**src/rtl/vtdi_pkg.sv**
```systemverilog
package vtdi_pkg;

   // field widths
   localparam int IDX_WIDTH  = 16;
   localparam int SLOT_WIDTH = 16;
   localparam int KEY_WIDTH  = 3 * IDX_WIDTH;

   // function codes
   localparam logic FUNC_CORNER   = 1'b0;
   localparam logic FUNC_NEW_MESH = 1'b1;

   // one beat travelling down the row of table cells
   typedef struct packed {
      logic                  valid;
      logic                  func;
      logic [KEY_WIDTH-1:0]  key;
      logic                  hit;
      logic                  is_new;
      logic [SLOT_WIDTH-1:0] slot;
   } beat_type;

endpackage

```
**src/rtl/vtdi_cell.sv**
```systemverilog
module vtdi_cell #(
   parameter int SLOT_INDEX = 0
) (
   input  logic               clock,
   input  logic               reset,
   input  logic               enable,
   input  vtdi_pkg::beat_type beat_i,
   output vtdi_pkg::beat_type beat_o
);
   import vtdi_pkg::*;

   localparam logic [SLOT_WIDTH-1:0] MY_SLOT = SLOT_WIDTH'(SLOT_INDEX);

   logic [KEY_WIDTH-1:0] entry_ff, entry_in;
   logic                 used_ff, used_in;
   beat_type             beat_ff, beat_in;
   logic                 entry_match;

   // compare against the stored triple
   assign entry_match = used_ff && (entry_ff == beat_i.key);

   // clear on new mesh, claim on first match or first free cell
   always_comb begin
      beat_in  = beat_i;
      used_in  = used_ff;
      entry_in = entry_ff;
      if (beat_i.valid) begin
         if (beat_i.func == FUNC_NEW_MESH) begin
            used_in = 1'b0;
         end else if (!beat_i.hit) begin
            if (entry_match) begin
               beat_in.hit  = 1'b1;
               beat_in.slot = MY_SLOT;
            end else if (!used_ff) begin
               entry_in       = beat_i.key;
               used_in        = 1'b1;
               beat_in.hit    = 1'b1;
               beat_in.is_new = 1'b1;
               beat_in.slot   = MY_SLOT;
            end
         end
      end
   end

   // cell state and hand-off register
   always_ff @(posedge clock) begin
      if (reset) begin
         used_ff       <= 1'b0;
         beat_ff.valid <= 1'b0;
      end else if (enable) begin
         used_ff  <= used_in;
         entry_ff <= entry_in;
         beat_ff  <= beat_in;
      end
   end

   assign beat_o = beat_ff;

endmodule

```
**config.mk**
```make
export PLATFORM = sky130hd
export DESIGN_NAME = vtdi_cell
export DESIGN_NICKNAME = d
export VERILOG_FILES = /design/src/rtl/vtdi_pkg.sv /design/src/rtl/vtdi_cell.sv
export SDC_FILE = /design/constraint.sdc
export NUM_CORES = 1
export LEC_CHECK = 0
export ABC_AREA = 1
export BUFFER_PORTS_ARGS = -buffer_cell sky130_fd_sc_hd__buf_2
export CAP_MARGIN = 5
export CORE_MARGIN = 5
export CORE_UTILIZATION = 48
export DETAILED_ROUTE_END_ITERATION = 7
export GPL_TIMING_DRIVEN = 0
export PLACE_DENSITY = 0.76
export SYNTH_ARGS = -nofsm -noshare
export SYNTH_HDL_FRONTEND = slang
export SYNTH_SLANG_ARGS = --single-unit
```
**constraint.sdc**
```tcl
create_clock -name clock -period 10.8 [get_ports clock]
set_clock_uncertainty 0.1 [all_clocks]
set_input_delay 2.16 -clock clock [delete_from_list [all_inputs] [get_ports clock]]
set_output_delay 2.16 -clock clock [all_outputs]
set_load 0.01 [all_outputs]
```
==> results of run 1 <==
[registers in the layout (all words and copies together), names as in the netlist]
register / flops
beat_o: 68
used_ff: 1
entry_ff: 48
[cell families after synthesis]
| family | Yosys count | share of synthesized area [%] |
|---|---|---|
| XOR/XNOR | 37 | 7.19 |
| AND/OR/NAND/NOR | 90 | 8.08 |
| AO/OA/AOI/OAI | 19 | 3.05 |
| flip-flops | 117 | 77.5 |
| buffers and inverters | 45 | 4.19 |
[final timing paths]
path | endpoint | cells after the start | slack (ns)
worst max-delay path | entry_ff[5] | 7 | 6.99
worst min-delay path | beat_o[67] | 2 | 0.40
worst max register to register | entry_ff[5] | 5 | 8.89
worst min register to register | beat_o[67] | 2 | 0.40
[where the power goes]
group / internal, uW / switching, uW / total (uW)
sequential: 520 / 4.57 / 525
clock: 345 / 176 / 521
combinational: 32.8 / 42.6 / 75.4
total: 898 / 223 / 1120
[final cells by class]
| type | instances | area (um^2) | share of cell area (%) |
|---|---|---|---|
| multi-input cells | 146 | 838 | 14.0 |
| plain buffers | 2 | 27.5 | 0.458 |
| flip-flops and latches | 117 | 3490 | 58.2 |
| clock inverters | 5 | 76.3 | 1.27 |
| clock buffers | 27 | 482 | 8.02 |
| inverters | 43 | 161 | 2.69 |
| well taps | 111 | 139 | 2.31 |
| repair buffers | 144 | 787 | 13.1 |
[critical path, delay by kind of cell]
family | cells | cell delay [ns]
simple gates | 3 | 1.12
buf+inv | 4 | 0.61
[Yosys cell counts]
cell type | count | area share, %
nor2_1 | 15 | 1.2
nor3_1 | 1 | 0.11
inv_1 | 43 | 3.6
nand2_1 | 69 | 5.7
buf_12 | 1 | 0.44
nand2_4 | 1 | 0.25
clkbuf_4 | 1 | 0.17
a311oi_1 | 1 | 0.19
nand3_2 | 1 | 0.22
edfxtp_1 | 115 | 77
a21oi_1 | 7 | 0.78
xnor2_1 | 37 | 7.2
nor3_2 | 1 | 0.22
nor2_2 | 2 | 0.28
a31oi_1 | 1 | 0.14
a21oi_2 | 10 | 1.9
dfxtp_1 | 2 | 0.89
[per-layer routing]
| layer | part of all wire (%) | up-vias | global-route usage [%] |
|---|---|---|---|
| li1 | - | 1367 | - |
| met1 | 41 | 1278 | 19.4 |
| met2 | 52 | 82 | 26.8 |
| met3 | 5.9 | 8 | 5.24 |
| met4 | 1.2 | 0 | 7.12 |
| met5 | 0 | - | 0 |
[per-stage QoR]
| step | setup slack, ns | cells | cell area [um^2] | util [%] |
|---|---|---|---|---|
| after detailed placement | 6.43 | 563 | 5450 | 59.2 |
| after CTS | 6.95 | 595 | 6000 | 65.3 |
| after floorplan | 4.29 | 308 | 4510 | - |
| final | 6.99 | 595 | 6000 | 65.3 |
| after global placement | 2.41 | 557 | 5340 | 58.0 |
| after global routing | 6.79 | 595 | 6000 | 65.3 |
==> metrics, run 1 <==
FF+latch count, synth=approximately 120; io pins=around 140; Setup CP Type=in2reg; Lkg Pwr=0.00248 uW; Worst Path Max Fanout=11; post-CTS sizing=0; Routed WL=around 8800 um; sequential area share after synthesis=77.5%; TritonCTS clock tree=yes; diode count=0; chip width=between 100 and 150 um; Crit-path slowest cell=nor3_2; CTS root buffer=clkbuf_8; # hold bufs at CTS=0; Hold Path Class=reg2reg; GRT Overall Usage=between 10% and 20%; initial antenna violation count=0; overall power=between 1000 and 1500 uW; CTS sink cnt=approximately 120; Skew-Pair Late Insertion Delay=between 0.4 and 0.5 ns; die height=roughly 110 um; status=finished, final reports clean; Mapped Cells=308; layout cells sized above 1=38.6%; Placer Congestion=0.726; CTS Buffer Depth=2; sum of net half-perimeters after detailed placement=roughly 6500 um; Mapped Nets=approximately 380; Fin. Hold Viols=0; most common cell after layout, fill and taps aside=buf_2; Std-Cell Core Area=9200 um^2; Num CTS Buffers=17; Post-CTS Setup Inserts=0; Iter 0 DRT Violations=about 110; Max Slew Vio Count=0; library cells used by synthesis=17; GRT Residual Overflow=0; minimum clock period=~3.8 ns; drt wl/cell=~15 um; drt drc=0; slowest stage delay, CP=0.58 ns; slew margin rel.=51.5%; WP data required=10.89 ns; Setup crit end kind=flop; Vias=~2.7k; RSZ-0062 raised after global routing=no; die area=about 11,000 um^2; first-pass GRT wire length=between 10,000 and 15,000 um; hold path start=beat_o[67]; Initial Util=between 40% and 50%; H-tree lvl count=4; R2R Path Start=used_ff; Port Buffers=~140; Area Growth Syn to Fin=33.2%; most frequent cells in the layout=buf_2, edfxtp_1, nand2_1; worst ir drop on vdd=0.000127 V; warning count from the yosys run=0; final critical-path share of the clock period=35.3%; Post-Syn Area=around 4500 um^2; fillers=701; power density cells=between 150 and 200 nW/um^2; Nets=542; Max Cap Violations=0; worst setup path start=beat_i[67]; DRT Pass-1 Iters=4; startpoint types=input port; CP Cell Sequence=buf_2 > inv_1 > nor3_2 > nand2_1 > nor3_2 > buf_6 > buf_6; Max Freq=roughly 260 MHz; CP arrival=3.91 ns; Final setup viols=0; vias per cell=between 4 and 5; hold slack=0.399 ns; Cell Rows=35; syn_area_per_cell=14.6 um^2; largest net degree at the start of global routing=29; Detail Route Antenna Nets=0; vias in the first global route=slightly below 3k; Clock Pin Slew Worst Setup and Hold Paths=0.06 ns; actual transition at the worst max-transition pin=a little over 0.7 ns; post-route setup TNS=0 ns
(Power assumes the default switching activity.)
==> run 2: changes to the inputs <==
==> constraint.sdc (replaced) <==
create_clock -name clock -period 3.9 [get_ports clock]
set_clock_uncertainty 0.1 [all_clocks]
set_input_delay 0.78 -clock clock [delete_from_list [all_inputs] [get_ports clock]]
set_output_delay 0.78 -clock clock [all_outputs]
set_load 0.01 [all_outputs]
==> metrics, run 2 (synthesis gave the netlist of run 1 again) <==
Area Growth Syn to Fin=34.4%; Worst Path Max Fanout=21; TritonCTS clock tree=yes; CTS root buffer=clkbuf_8; fillers=683; minimum clock period=approximately 2.4 ns; die height=approximately 110 um; worst reg2reg setup slack=1.98 ns; R2R Path Start=used_ff; Post-CTS Setup Inserts=0; Num CTS Buffers=17; WP data required=3.99 ns; Max Cap Violations=0; hold slack=about 0.39 ns; hold depth=1; CTS Buffer Depth=2; register area=3490 um^2; Cell Rows=35; power density cells=538 nW/um^2; initial antenna violation count=0; worst setup path start=beat_i[67]; diode count=0; GRT Residual Overflow=0; Setup WS post-layout=roughly 1.5 ns; GRT Overall Usage=between 15 and 20%; sum of net half-perimeters after detailed placement=6300 um; Max Freq=between 400 and 500 MHz; CP arrival=2.51 ns; Setup crit end kind=flop; DRT Pass-1 Iters=4; Port Buffers=about 140; startpoint types=input port; # hold bufs at CTS=0; Clock Pin Slew Worst Setup and Hold Paths=approximately 0.060 ns; Vias=roughly 2.8k; chip width=approximately 110 um; Routed WL=8560 um; Lkg Pwr=between 0.002 and 0.0025 uW; final critical-path share of the clock period=slightly above 60%; overall power=~3300 uW; drt wl/cell=14.4 um; Std-Cell Core Area=slightly above 9000 um^2; Final setup viols=0; slew margin rel.=roughly two fifths; Initial Util=about half; Iter 0 DRT Violations=137; layout cells sized above 1=roughly 40%; most frequent cells in the layout=buf_2, edfxtp_1, nand2_1; RSZ-0062 raised after global routing=no; Nets=540; Placer Congestion=slightly above 0.7; io pins=139; post-CTS sizing=0; crit path to=entry_ff[9]; Max Slew Vio Count=0; most common cell after layout, fill and taps aside=buf_2; first-pass GRT wire length=approximately 13,000 um; die area=~11,000 um^2; Multi-input gate area=roughly 840 um^2; largest net degree at the start of global routing=25; worst ir drop on vdd=between 0.0003 and 0.0004 V; actual transition at the worst max-transition pin=slightly below 0.9 ns; vias in the first global route=between 2k and 3k; status=finished, final reports clean; RR Endpoint=entry_ff[9]; drt drc=0; Hold Path Class=in2reg; CTS sink cnt=117; Skew-Pair Late Insertion Delay=approximately 0.50 ns; Fin. Hold Viols=0; max reg flops=between 60 and 70; Detail Route Antenna Nets=0; worst reg2reg path depth=4; vias per cell=between 4 and 5; pre-CTS setup slack=between 0.9 and 1 ns; Setup CP Type=in2reg; H-tree lvl count=4
## run 2: cell count changes in the layout (fill, tap and decap cells not counted), sizes merged
cell / previous run / this run
buf: 145 / 143
clkinvlp: 1 / 4
clkinv: 2 / 4
clkbuf: 28 / 18
bufinv: 2 / 4
inv: 43 / 46
## run 2: where the power goes
part	internal (uW)	leakage, uW	switching, uW
clock	1040	0.000291	556
combinational	91.1	0.00112	118
sequential	1440	0.00108	12.5
total	2570	0.00249	687
## run 2: worst min path at each step
stage                    start           end
finish              beat_i[45]    beat_o[45]
global route        beat_i[30]  entry_ff[12]
CTS                 beat_i[30]  entry_ff[12]
detailed placement  beat_o[67]    beat_o[67]
global placement    beat_o[67]    beat_o[67]
floorplan           beat_o[67]    beat_o[67]
## run 2: layout make-up
type / instances / share of cell area, %
Clock buffer: 17 / 6.83
Buffer: 2 / 0.454
Multi-Input combinational cell: 146 / 13.9
Tap cell: 111 / 2.29
Sequential cell: 117 / 57.7
Timing Repair Buffer: 142 / 12.8
Clock inverter: 15 / 3.37
Inverter: 43 / 2.66
## run 2: routing by layer
metal / track usage (%) / vias up / part of all wire, %
met4: 5.75 / 0 / 0.72
met1: 17.7 / 1300 / 41
met5: 0 / - / 0
li1: - / 1362 / -
met3: 6.62 / 6 / 6.7
met2: 26.0 / 88 / 51
## run 2: worst max-delay path, stage by stage
cell and delay (ns):
buf_2 0.11, inv_1 0.07, nor3_2 0.36, nand2_1 0.19, nor3_4 0.70, buf_8 0.28
## run 2: metrics by stage
step	cells	TNS (ns)	instance area, um^2	util [%]
2_1_floorplan	308	0	4520	-
3_3_place_gp	557	-45.14	5350	58.1
3_5_place_dp	561	0	5440	59.2
4_1_cts	593	0	6060	65.9
5_1_grt	593	0	6060	65.9
6_report	593	0	6060	65.9
